--- src/design/rgb2yuv_pkg.sv ---
// Shared types and constants for the RGB to YUV 4:2:0 pixel converter.
// No dependencies.
`timescale 1ns / 1ps

package rgb2yuv_pkg;

  localparam int DEF_MAX_WIDTH  = 4096;
  localparam int DEF_MAX_HEIGHT = 4096;

  localparam int CFG_W     = 13;
  localparam int CFG_IDX_W = 1;
  localparam int PIX_W     = 8;

  localparam logic [CFG_IDX_W-1:0] REG_FRAME_WIDTH  = 1'b0;
  localparam logic [CFG_IDX_W-1:0] REG_FRAME_HEIGHT = 1'b1;

  localparam logic [CFG_W-1:0] FRAME_SIZE_RESET = 13'd256;

  typedef struct packed {
    logic even_col;
    logic odd_row;
    logic end_of_frame;
  } pos_t;

endpackage

--- src/design/rgb2yuv_pos.sv ---
// Column and row counters of the pixel stream, with frame size clamping.
// Depends on rgb2yuv_pkg.
`timescale 1ns / 1ps

module rgb2yuv_pos #(
  parameter int MAX_WIDTH  = rgb2yuv_pkg::DEF_MAX_WIDTH,
  parameter int MAX_HEIGHT = rgb2yuv_pkg::DEF_MAX_HEIGHT
) (
  input  logic                          clk_i,
  input  logic                          rst_ni,
  input  logic [rgb2yuv_pkg::CFG_W-1:0] frame_width_i,
  input  logic [rgb2yuv_pkg::CFG_W-1:0] frame_height_i,
  input  logic                          advance_i,
  output rgb2yuv_pkg::pos_t             pos_o
);
  import rgb2yuv_pkg::*;

  localparam int COL_W = $clog2(MAX_WIDTH);
  localparam int ROW_W = $clog2(MAX_HEIGHT);
  localparam int LCW   = (COL_W > CFG_W) ? COL_W : CFG_W;
  localparam int LRW   = (ROW_W > CFG_W) ? ROW_W : CFG_W;

  logic [COL_W-1:0] col_q, col_d;
  logic [ROW_W-1:0] row_q, row_d;
  logic [LCW-1:0]   col_last;
  logic [LRW-1:0]   row_last;
  logic             at_last_col;
  logic             at_last_row;

  always_comb begin
    if (frame_width_i < CFG_W'(2)) begin
      col_last = LCW'(1);
    end else if (32'(frame_width_i) > 32'(MAX_WIDTH)) begin
      col_last = LCW'(MAX_WIDTH - 1);
    end else begin
      col_last = LCW'(frame_width_i) - LCW'(1);
    end
    if (frame_height_i < CFG_W'(2)) begin
      row_last = LRW'(1);
    end else if (32'(frame_height_i) > 32'(MAX_HEIGHT)) begin
      row_last = LRW'(MAX_HEIGHT - 1);
    end else begin
      row_last = LRW'(frame_height_i) - LRW'(1);
    end
  end

  assign at_last_col = LCW'(col_q) >= col_last;
  assign at_last_row = LRW'(row_q) >= row_last;

  always_comb begin
    col_d = col_q;
    row_d = row_q;
    if (advance_i) begin
      if (at_last_col) begin
        col_d = '0;
        row_d = at_last_row ? '0 : row_q + ROW_W'(1);
      end else begin
        col_d = col_q + COL_W'(1);
      end
    end
  end

  always_ff @(posedge clk_i or negedge rst_ni) begin
    if (!rst_ni) begin
      col_q <= '0;
      row_q <= '0;
    end else begin
      col_q <= col_d;
      row_q <= row_d;
    end
  end

  assign pos_o.even_col     = ~col_q[0];
  assign pos_o.odd_row      = row_q[0];
  assign pos_o.end_of_frame = at_last_col & at_last_row;

endmodule

--- src/design/rgb2yuv_csc.sv ---
// BT.601 limited-range color space conversion of one pixel, integer math.
// Depends on rgb2yuv_pkg.
`timescale 1ns / 1ps

module rgb2yuv_csc (
  input  logic [rgb2yuv_pkg::PIX_W-1:0] red_i,
  input  logic [rgb2yuv_pkg::PIX_W-1:0] green_i,
  input  logic [rgb2yuv_pkg::PIX_W-1:0] blue_i,
  input  rgb2yuv_pkg::pos_t             pos_i,
  output logic [rgb2yuv_pkg::PIX_W-1:0] luma_o,
  output logic                          chroma_valid_o,
  output logic                          chroma_is_v_o,
  output logic [rgb2yuv_pkg::PIX_W-1:0] chroma_o
);
  import rgb2yuv_pkg::*;

  logic [15:0] r16, g16, b16;
  logic [15:0] y_sum, u_sum, v_sum;

  assign r16 = 16'(red_i);
  assign g16 = 16'(green_i);
  assign b16 = 16'(blue_i);

  // offset 128*256 + 128 keeps chroma sums non-negative
  assign y_sum = r16 * 16'd66 + g16 * 16'd129 + b16 * 16'd25 + 16'd128;
  assign u_sum = b16 * 16'd112 + 16'd32896 - r16 * 16'd38 - g16 * 16'd74;
  assign v_sum = r16 * 16'd112 + 16'd32896 - g16 * 16'd94 - b16 * 16'd18;

  assign luma_o         = y_sum[15:8] + 8'd16;
  assign chroma_valid_o = pos_i.even_col;
  assign chroma_is_v_o  = pos_i.even_col & pos_i.odd_row;

  always_comb begin
    if (!pos_i.even_col) begin
      chroma_o = '0;
    end else if (pos_i.odd_row) begin
      chroma_o = v_sum[15:8];
    end else begin
      chroma_o = u_sum[15:8];
    end
  end

endmodule

--- src/design/rgb_to_yuv420_pixel_converter_top.sv ---
// Top level of the RGB24 to YUV 4:2:0 pixel converter.
// Depends on rgb2yuv_pkg, rgb2yuv_pos and rgb2yuv_csc.
//
//   channel  | dir | payload
//   s_axis   | in  | tdata[23:0] = {blue, green, red}
//   m_axis   | out | tdata[15:0] = {chroma, luma}, tuser = {chroma_is_v, chroma_valid},
//            |     | tlast = end_of_frame
//   cfg      | in  | idx 0 frame_width, idx 1 frame_height
//
// One pixel per cycle sustained while m_axis does not stall; the input register and the
// result register sit around the conversion logic.
// Reset clears the counters, the valid flags and sets both frame sizes to 256.
// A stall on m_axis backs up through both registers before s_axis_tready_o drops.
`timescale 1ns / 1ps

module rgb_to_yuv420_pixel_converter_top #(
  parameter int MAX_WIDTH  = rgb2yuv_pkg::DEF_MAX_WIDTH,
  parameter int MAX_HEIGHT = rgb2yuv_pkg::DEF_MAX_HEIGHT
) (
  input  logic                              clk_i,
  input  logic                              rst_ni,
  input  logic                              s_axis_tvalid_i,
  output logic                              s_axis_tready_o,
  input  logic [23:0]                       s_axis_tdata_i,  // red, green, blue
  output logic                              m_axis_tvalid_o,
  input  logic                              m_axis_tready_i,
  output logic [15:0]                       m_axis_tdata_o,  // luma, chroma
  output logic [1:0]                        m_axis_tuser_o,  // chroma_valid, chroma_is_v
  output logic                              m_axis_tlast_o,
  input  logic                              cfg_we_i,
  input  logic [rgb2yuv_pkg::CFG_IDX_W-1:0] cfg_idx_i,
  input  logic [rgb2yuv_pkg::CFG_W-1:0]     cfg_wdata_i
);
  import rgb2yuv_pkg::*;

  logic [CFG_W-1:0] frame_width_q, frame_height_q;
  logic             in_xfer;
  logic             out_free;
  pos_t             pos;

  logic             s1_valid_q;
  logic [PIX_W-1:0] s1_red_q, s1_green_q, s1_blue_q;
  pos_t             s1_pos_q;

  logic [PIX_W-1:0] luma, chroma;
  logic             chroma_valid, chroma_is_v;

  logic             out_valid_q;
  logic [15:0]      out_data_q;
  logic [1:0]       out_user_q;
  logic             out_last_q;

  always_ff @(posedge clk_i or negedge rst_ni) begin
    if (!rst_ni) begin
      frame_width_q  <= FRAME_SIZE_RESET;
      frame_height_q <= FRAME_SIZE_RESET;
    end else if (cfg_we_i) begin
      unique case (cfg_idx_i)
        REG_FRAME_WIDTH:  frame_width_q  <= cfg_wdata_i;
        REG_FRAME_HEIGHT: frame_height_q <= cfg_wdata_i;
        default: ;
      endcase
    end
  end

  assign out_free        = ~out_valid_q | m_axis_tready_i;
  assign s_axis_tready_o = ~s1_valid_q | out_free;
  assign in_xfer         = s_axis_tvalid_i & s_axis_tready_o;

  rgb2yuv_pos #(
    .MAX_WIDTH (MAX_WIDTH),
    .MAX_HEIGHT(MAX_HEIGHT)
  ) u_pos (
    .clk_i         (clk_i),
    .rst_ni        (rst_ni),
    .frame_width_i (frame_width_q),
    .frame_height_i(frame_height_q),
    .advance_i     (in_xfer),
    .pos_o         (pos)
  );

  always_ff @(posedge clk_i or negedge rst_ni) begin
    if (!rst_ni) begin
      s1_valid_q <= 1'b0;
    end else if (s_axis_tready_o) begin
      s1_valid_q <= s_axis_tvalid_i;
    end
  end

  always_ff @(posedge clk_i) begin
    if (in_xfer) begin
      s1_red_q   <= s_axis_tdata_i[7:0];
      s1_green_q <= s_axis_tdata_i[15:8];
      s1_blue_q  <= s_axis_tdata_i[23:16];
      s1_pos_q   <= pos;
    end
  end

  rgb2yuv_csc u_csc (
    .red_i         (s1_red_q),
    .green_i       (s1_green_q),
    .blue_i        (s1_blue_q),
    .pos_i         (s1_pos_q),
    .luma_o        (luma),
    .chroma_valid_o(chroma_valid),
    .chroma_is_v_o (chroma_is_v),
    .chroma_o      (chroma)
  );

  always_ff @(posedge clk_i or negedge rst_ni) begin
    if (!rst_ni) begin
      out_valid_q <= 1'b0;
    end else if (out_free) begin
      out_valid_q <= s1_valid_q;
    end
  end

  always_ff @(posedge clk_i) begin
    if (out_free && s1_valid_q) begin
      out_data_q <= {chroma, luma};
      out_user_q <= {chroma_is_v, chroma_valid};
      out_last_q <= s1_pos_q.end_of_frame;
    end
  end

  assign m_axis_tvalid_o = out_valid_q;
  assign m_axis_tdata_o  = out_data_q;
  assign m_axis_tuser_o  = out_user_q;
  assign m_axis_tlast_o  = out_last_q;

endmodule

--- config.mk ---
export PLATFORM = sky130hd
export DESIGN_NAME = rgb_to_yuv420_pixel_converter_top
export DESIGN_NICKNAME = d
export VERILOG_FILES = /design/src/design/rgb2yuv_pkg.sv /design/src/design/rgb2yuv_pos.sv /design/src/design/rgb2yuv_csc.sv /design/src/design/rgb_to_yuv420_pixel_converter_top.sv
export SDC_FILE = /design/constraint.sdc
export NUM_CORES = 1
export LEC_CHECK = 0
export BUFFER_PORTS_ARGS = -buffer_cell sky130_fd_sc_hd__buf_4
export CAP_MARGIN = 40
export CORE_MARGIN = 3
export CORE_UTILIZATION = 35
export CTS_CLUSTER_SIZE = 28
export DETAILED_ROUTE_END_ITERATION = 7
export PLACE_DENSITY_LB_ADDON = 0.25
export SYNTH_ARGS = -nofsm -noshare
export SYNTH_HDL_FRONTEND = slang
export SYNTH_SLANG_ARGS = --single-unit
export TNS_END_PERCENT = 5
--- constraint.sdc ---
create_clock -name clk_i -period 11.5 [get_ports clk_i]
set_input_delay 0 -clock clk_i [delete_from_list [all_inputs] [get_ports clk_i]]
set_output_delay 0 -clock clk_i [all_outputs]
set_load 0.005 [all_outputs]
Word level (Yosys, flattened, before mapping)
Index checks and enable logic that the tools add are counted.
{ "op_classes": {"mux": 7, "add_sub_neg": 14, "n_reduce_logical": 4, "n_lt_le_gt_ge": 6, "bitwise": 9, "n_mul": 9} }
{ "ops": {"columns": ["cell", "n"], "rows": [
  ["16-bit subtractor", 4],
  ["13-bit 2-to-1 mux", 4],
  ["8-bit by 6-bit multiplier with 14-bit output, second input constant", 3],
  ["16-bit adder", 2],
  ["16-bit adder, second input constant", 2],
  ["12-bit by 13-bit greater-or-equal comparator with 1-bit output", 2],
  ["13-bit greater-than comparator, second input constant", 2],
  ["13-bit by 2-bit less-than comparator with 1-bit output, second input constant", 2],
  ["8-bit by 5-bit multiplier with 13-bit output, second input constant", 2],
  ["13-bit by 1-bit subtractor with 13-bit output, second input constant", 2],
  ["12-bit by 1-bit adder with 12-bit output, second input constant", 2],
  ["12-bit 2-to-1 mux", 2],
  ["8-bit by 3-bit multiplier with 11-bit output, second input constant", 2],
  ["16-bit by 8-bit adder with 16-bit output, second input constant", 1],
  ["8-bit by 8-bit multiplier with 16-bit output, second input constant", 1],
  ["8-bit by 4-bit multiplier with 12-bit output, second input constant", 1],
  ["8-bit by 5-bit adder with 8-bit output, second input constant", 1],
  ["8-bit 2-to-1 mux", 1],
  ["2-bit AND reduction", 3],
  ["1-bit NOT", 4],
  ["1-bit bitwise AND", 3],
  ["1-bit bitwise OR", 2],
  ["1-bit logical AND", 1]
]} }
{ "word_totals": {"input_bits": 43, "word_cells": 65, "output_inout_bits": 21, "reg_bits": 98} }

Logic depth before layout (Yosys ltp)
{ "logic_depth": {"ltp_word": 5, "mapped_depth": 26, "ltp_nobuf": 26} }

Modules after synthesis
A second synthesis with hierarchy kept.
{ "unflattened": {"cells_unflattened": 1198, "area_unflattened_um2": 12047.8} }
{ "by_module_without_submodules": {"columns": ["mod", "area_per_inst_um2", "cells_per_inst", "seq_area_each_um2", "instances"], "rows": [
  ["rgb2yuv_csc", 7175.6, 800, 0.0, 1],
  ["rgb_to_yuv420_pixel_converter_top", 2498.6, 110, 2084.5, 1],
  ["rgb2yuv_pos", 2373.5, 288, 600.6, 1]
]} }

Worst setup path before layout
No wires, ideal clock.
{ "synth_timing": {"path_type": "register to register", "start": "reg s1_blue_q[2]", "end": "reg out_data_q[6] (netlist: m_axis_tdata_o[6]) (data pin)", "period_less_slack_ps": 5603, "required_ps": 11242, "setup_ps": 258, "setup_slack_ps": 5897, "t_arrival_ps": 5345, "path_stages_with_launch": 21, "n_path_buf": 0, "cell_sequence": "edfxtp_1 ha_1 ha_1 fa_1 ha_1 a21o_1 a21oi_1 xnor2_1 ha_1 inv_1 fa_1 fa_1 inv_1 ha_1 o41ai_2 o21ai_1 a21o_1 xor2_1 ha_1 xnor2_1 xnor2_1"} }
{ "synth_via": {"elab_chain_cells": 4} }
{ "synth_lines": {"columns": ["element", "line", "source"], "rows": [
  ["start: declaration", "rgb_to_yuv420_pixel_converter_top.sv:42", "logic [PIX_W-1:0] s1_red_q, s1_green_q, s1_blue_q;"],
  ["start signal: assignment", "rgb_to_yuv420_pixel_converter_top.sv:94", "s1_blue_q <= s_axis_tdata_i[23:16];"],
  ["8-bit by 5-bit multiplier with 13-bit output", "rgb2yuv_csc.sv:25", "assign y_sum = r16 * 16'd66 + g16 * 16'd129 + b16 * 16'd25 + 16'd128;"],
  ["16-bit adder", "rgb2yuv_csc.sv:25", null],
  ["16-bit by 8-bit adder with 16-bit output", "rgb2yuv_csc.sv:25", null],
  ["8-bit by 5-bit adder with 8-bit output", "rgb2yuv_csc.sv:29", "assign luma_o = y_sum[15:8] + 8'd16;"],
  ["via luma[6]", "rgb_to_yuv420_pixel_converter_top.sv:45", "logic [PIX_W-1:0] luma, chroma;"],
  ["end signal: assignment", "rgb_to_yuv420_pixel_converter_top.sv:120", "out_data_q <= {chroma, luma};"],
  ["end: declaration", "rgb_to_yuv420_pixel_converter_top.sv:49", "logic [15:0] out_data_q;"]
]} }
The timed path passes the listed nets, and every way through them passes these cells.
A chain may end at the register's enable or synchronous reset.

Final worst setup path
{ "layout_timing": {"start": "reg s1_green_q[2]", "end": "reg out_data_q[15] (netlist: m_axis_tdata_o[15]) (data pin)"} }
{ "layout_via": {"elab_chain_cells": 4, "elab_cells_between_ends": 6, "cone_classes": "3 x add/sub; 2 x mul; 1 x mux"} }
{ "layout_lines": {"columns": ["element", "line", "source"], "rows": [
  ["start: declaration", "rgb_to_yuv420_pixel_converter_top.sv:42", null],
  ["start signal: assignment", "rgb_to_yuv420_pixel_converter_top.sv:93", "s1_green_q <= s_axis_tdata_i[15:8];"],
  ["8-bit by 6-bit multiplier with 14-bit output", "rgb2yuv_csc.sv:27", "assign v_sum = r16 * 16'd112 + 16'd32896 - g16 * 16'd94 - b16 * 16'd18;"],
  ["16-bit subtractor (2 in a row)", "rgb2yuv_csc.sv:27", null],
  ["8-bit 2-to-1 mux (*)", "rgb2yuv_csc.sv:36", "end else if (pos_i.odd_row) begin"]
]} }
Mark *: on every way between the ends. The rest lies on a longest branch, timed or not.

==> reports/metrics.csv <==
metric,value,unit
ys flop type,dfrtp_1,
run status,completed,
DRC violations left,0,
Total Routed Length,28700,µm
clock skew,0.00758,ns
RSZ-0062 raised after global routing,false,
"FFs w/ async S/R, synth",53.1,%
hold depth,3,
"Clk pin slew, worst setup/hold paths",0.08,ns
Post-Place Setup Slack,5.31,ns
effective utilization at floorplan,35.9,%
Crit Path Category,register to register,
ANT nets after route,0,
H-tree Lvls,3,
share of the synthesized area in the top cell type,27.4,%
worst vdd ir,0.210,mV
DP HPWL,23300,µm
Die Wd,193,µm
CP startpoint kind,register,
Hold Path Class,input pin to register,
R2R depth,25,
Synth Cell Area,12200,µm²
TritonCTS clock tree,yes,
HP Start,cfg_idx_i,
max-cap violations,0,
grt met3 use,2.58,%
port bufs,63,
Fmax,160,MHz
"Seq/Total Area, Yosys",22.0,%
Syn Inst Count,1236,
first-pass GRT wire length,47800,µm
layout cells sized above 1,9.71,%
Slew @ Worst Pin,0.717,ns
vias in the first global route,9188,
initial antenna violation count,0,
routability congestion estimate,0.870,
CTS root buf,clkbuf_16,
area grow syn2layout,14.2,%
DR pass1 iterations,5,
GR Overflow Total,0,
Cell variety after synth,73,
syn_nets,1626,
Synth area leaders,"ha_1 27%, fa_1 13%, edfxtp_1 11%, dfrtp_1 10%, inv_1 6.5%",
Die H,193,µm
Crit path arrival time,6.39,ns
crit end category,register,
worst reg2reg setup slack,5.24,ns
number of flops mapped to enable cells by yosys,46,
initial DRC count,448,
cts bufs inserted,9,
GRT met1 Usage,21.5,%
Ports,64,
largest net degree at the start of global routing,53,
Vias,8821,
Leak Pwr,6.98,nW
Worst Hold End,frame_width_q[11],
Antenna Cells,0,
slew margin rel.,52.2,%
Slew Limit Fails,0,
setup violators final,0,
CP max FO,6,
Sinks on Clock Net,98,
Setup TNS,0,ns
reg2reg end,m_axis_tdata_o[15],
cts repair resizes,0,
"Hold Vio Cnt, Final",0,
row count,67,
overall global routing resource usage,16.5,%
FF-to-FF Start,s1_green_q[2],
crit path time final,6.26,ns
worst-skew pair later-pin latency,0.37,ns
Via density,4.91,
"Avg Cell Area, Syn",9.87,µm²
busiest layer in global routing,met2,
mean routed wirelength per cell,16.0,µm
yosys warns,0,
largest area contributor in the netlist,ha_1,
Clock Tree Buf Depth,2,
Final Worst Setup Slack,5.24,ns
Fill cells,3372,
fin crit share,54.4,%
#FFs+latches synth,98,
PD cells,247,nW/µm²
Final Net Count,1734,
Worst EP required,11.63,ns
met2 Use GR,28.5,%
core area,34000,µm²
die area,37100,µm²
where the power goes:
part           internal [mW]  switching [mW]
Clock                  0.176           0.163
Combinational           1.13            1.41
Sequential             0.499          0.0679
worst max-delay path by stage:
stage,cells past startpoint,endpoint,slack [ns],start
2_1_floorplan,20,m_axis_tdata_o[6],5.90,s1_blue_q[2]
5_1_grt,23,m_axis_tdata_o[14],4.85,s1_green_q[2]
6_report,25,m_axis_tdata_o[15],5.24,s1_green_q[2]
3_3_place_gp,26,m_axis_tdata_o[15],5.45,s1_green_q[3]
4_1_cts,26,m_axis_tdata_o[15],5.30,s1_green_q[3]
3_5_place_dp,25,m_axis_tdata_o[15],5.31,s1_green_q[2]
cell families after synthesis:
family | count (synthesis) | share of synthesized area, %
flip-flops | 98 | 22.0
AND/OR/NAND/NOR | 214 | 9.31
XOR/XNOR | 95 | 6.82
AO/OA/AOI/OAI | 235 | 12.0
buffers and inverters | 221 | 6.93
multiplexers | 26 | 2.39
adder cells (fa/ha/maj) | 347 | 40.5
sequential cells by signal (all words and copies together), names as in the netlist:
register         count
frame_height_q      13
frame_width_q       13
m_axis_tdata_o      16
m_axis_tlast_o       1
m_axis_tuser_o       2
m_axis_tvalid_o      1
s1_blue_q            8
s1_green_q           8
s1_pos_q             3
s1_red_q             8
s1_valid_q           1
u_pos.col_q         12
u_pos.row_q         12
cells in the final DEF (no fill, tap or decap), drive strengths merged, types with 8 or more instances in the layout:
cell and instances:
nand2 56, nand2b 16, mux2 25, clkbuf 9
buf 66, nor2 53, dfrtp 50, nor2b 10
nor3 17, dlygate4sd3 41, xor2 41, nand3 13
nor4 9, inv 216, and3 9, a22o 8
xnor2 54, edfxtp 46, o21bai 16, o21ai 73
a21o 24, fa 80, a21oi 65, a31oi 11
ha 267
layer usage:
| layer | vias up | share of wire, % | wire length [µm] |
|---|---|---|---|
| li1 | 4459 | - | - |
| met1 | 4221 | 46 | 13300 |
| met2 | 111 | 49 | 14100 |
| met3 | 30 | 2.7 | 786 |
| met4 | 0 | 1.9 | 540 |
| met5 | - | 0 | 0 |
per-stage QoR:
step / cell area [µm²] / hold WS, ns / instances / total power [mW] / util [%]
finish: 13900 / 0.140 / 1797 / 3.44 / 41.0
global placement: 13200 / 0.0962 / 1739 / 3.08 / 38.9
CTS: 13900 / 0.122 / 1797 / 3.49 / 41.0
floorplan: 12200 / -0.296 / 1236 / 2.48 / -
detailed placement: 13200 / 0.0947 / 1740 / 3.09 / 38.9
global route: 13900 / 0.159 / 1797 / 3.92 / 41.0
cell usage after synthesis, types with 3 or more instances:
cell type and count:
a211o_1 4, a211oi_1 4, a21o_1 24, a21oi_1 65, a22o_1 8, a31oi_1 11, and3_1 9, clkbuf_1 6
dfrtp_1 50, edfxtp_1 46, fa_1 80, ha_1 267, inv_1 211, mux2_2 25, nand2_1 54, nand2b_1 16
nand3_1 12, nand3b_1 4, nand4_1 4, nor2_1 50, nor2b_1 10, nor3_1 16, nor4_1 8, o21a_1 5
o21ai_0 64, o21ai_1 6, o21ai_2 3, o21bai_1 16, o31ai_1 3, or3_1 4, xnor2_1 54, xor2_1 41
critical path: stages, from the launching register on:
cell and delay [ns]:
edfxtp_1 0.55, inv_1 0.18, fa_1 0.55, inv_1 0.04, ha_1 0.30, fa_1 0.57, inv_1 0.06, fa_1 0.45
nor2b_1 0.12, o21ai_0 0.10, a21boi_0 0.25, o21ai_0 0.12, nand2b_1 0.14, a31oi_1 0.17, nor4b_1 0.18, or3_1 0.36
ha_1 0.29, inv_1 0.04, ha_1 0.29, ha_1 0.37, nand2_1 0.11, nor3_1 0.21, a22oi_1 0.10, a31oi_1 0.16
o21ai_0 0.10, and4_1 0.21
area by class of cell:
class	count	area [µm²]	area share, %
Multi-Input combinational cell	917	8670	62.2
Sequential cell	98	2690	19.3
Timing Repair Buffer	107	910	6.53
Inverter	211	792	5.69
Tap cell	448	561	4.02
Clock buffer	9	225	1.62
Clock inverter	7	92.6	0.665
repair_timing:
action,in CTS,in global routing
setup buffers,0,0
endpoints found under the setup margin,0,0
hold endpoints to repair,104,0
hold buffers,41,0
Power figures use the tool's default switching activity.
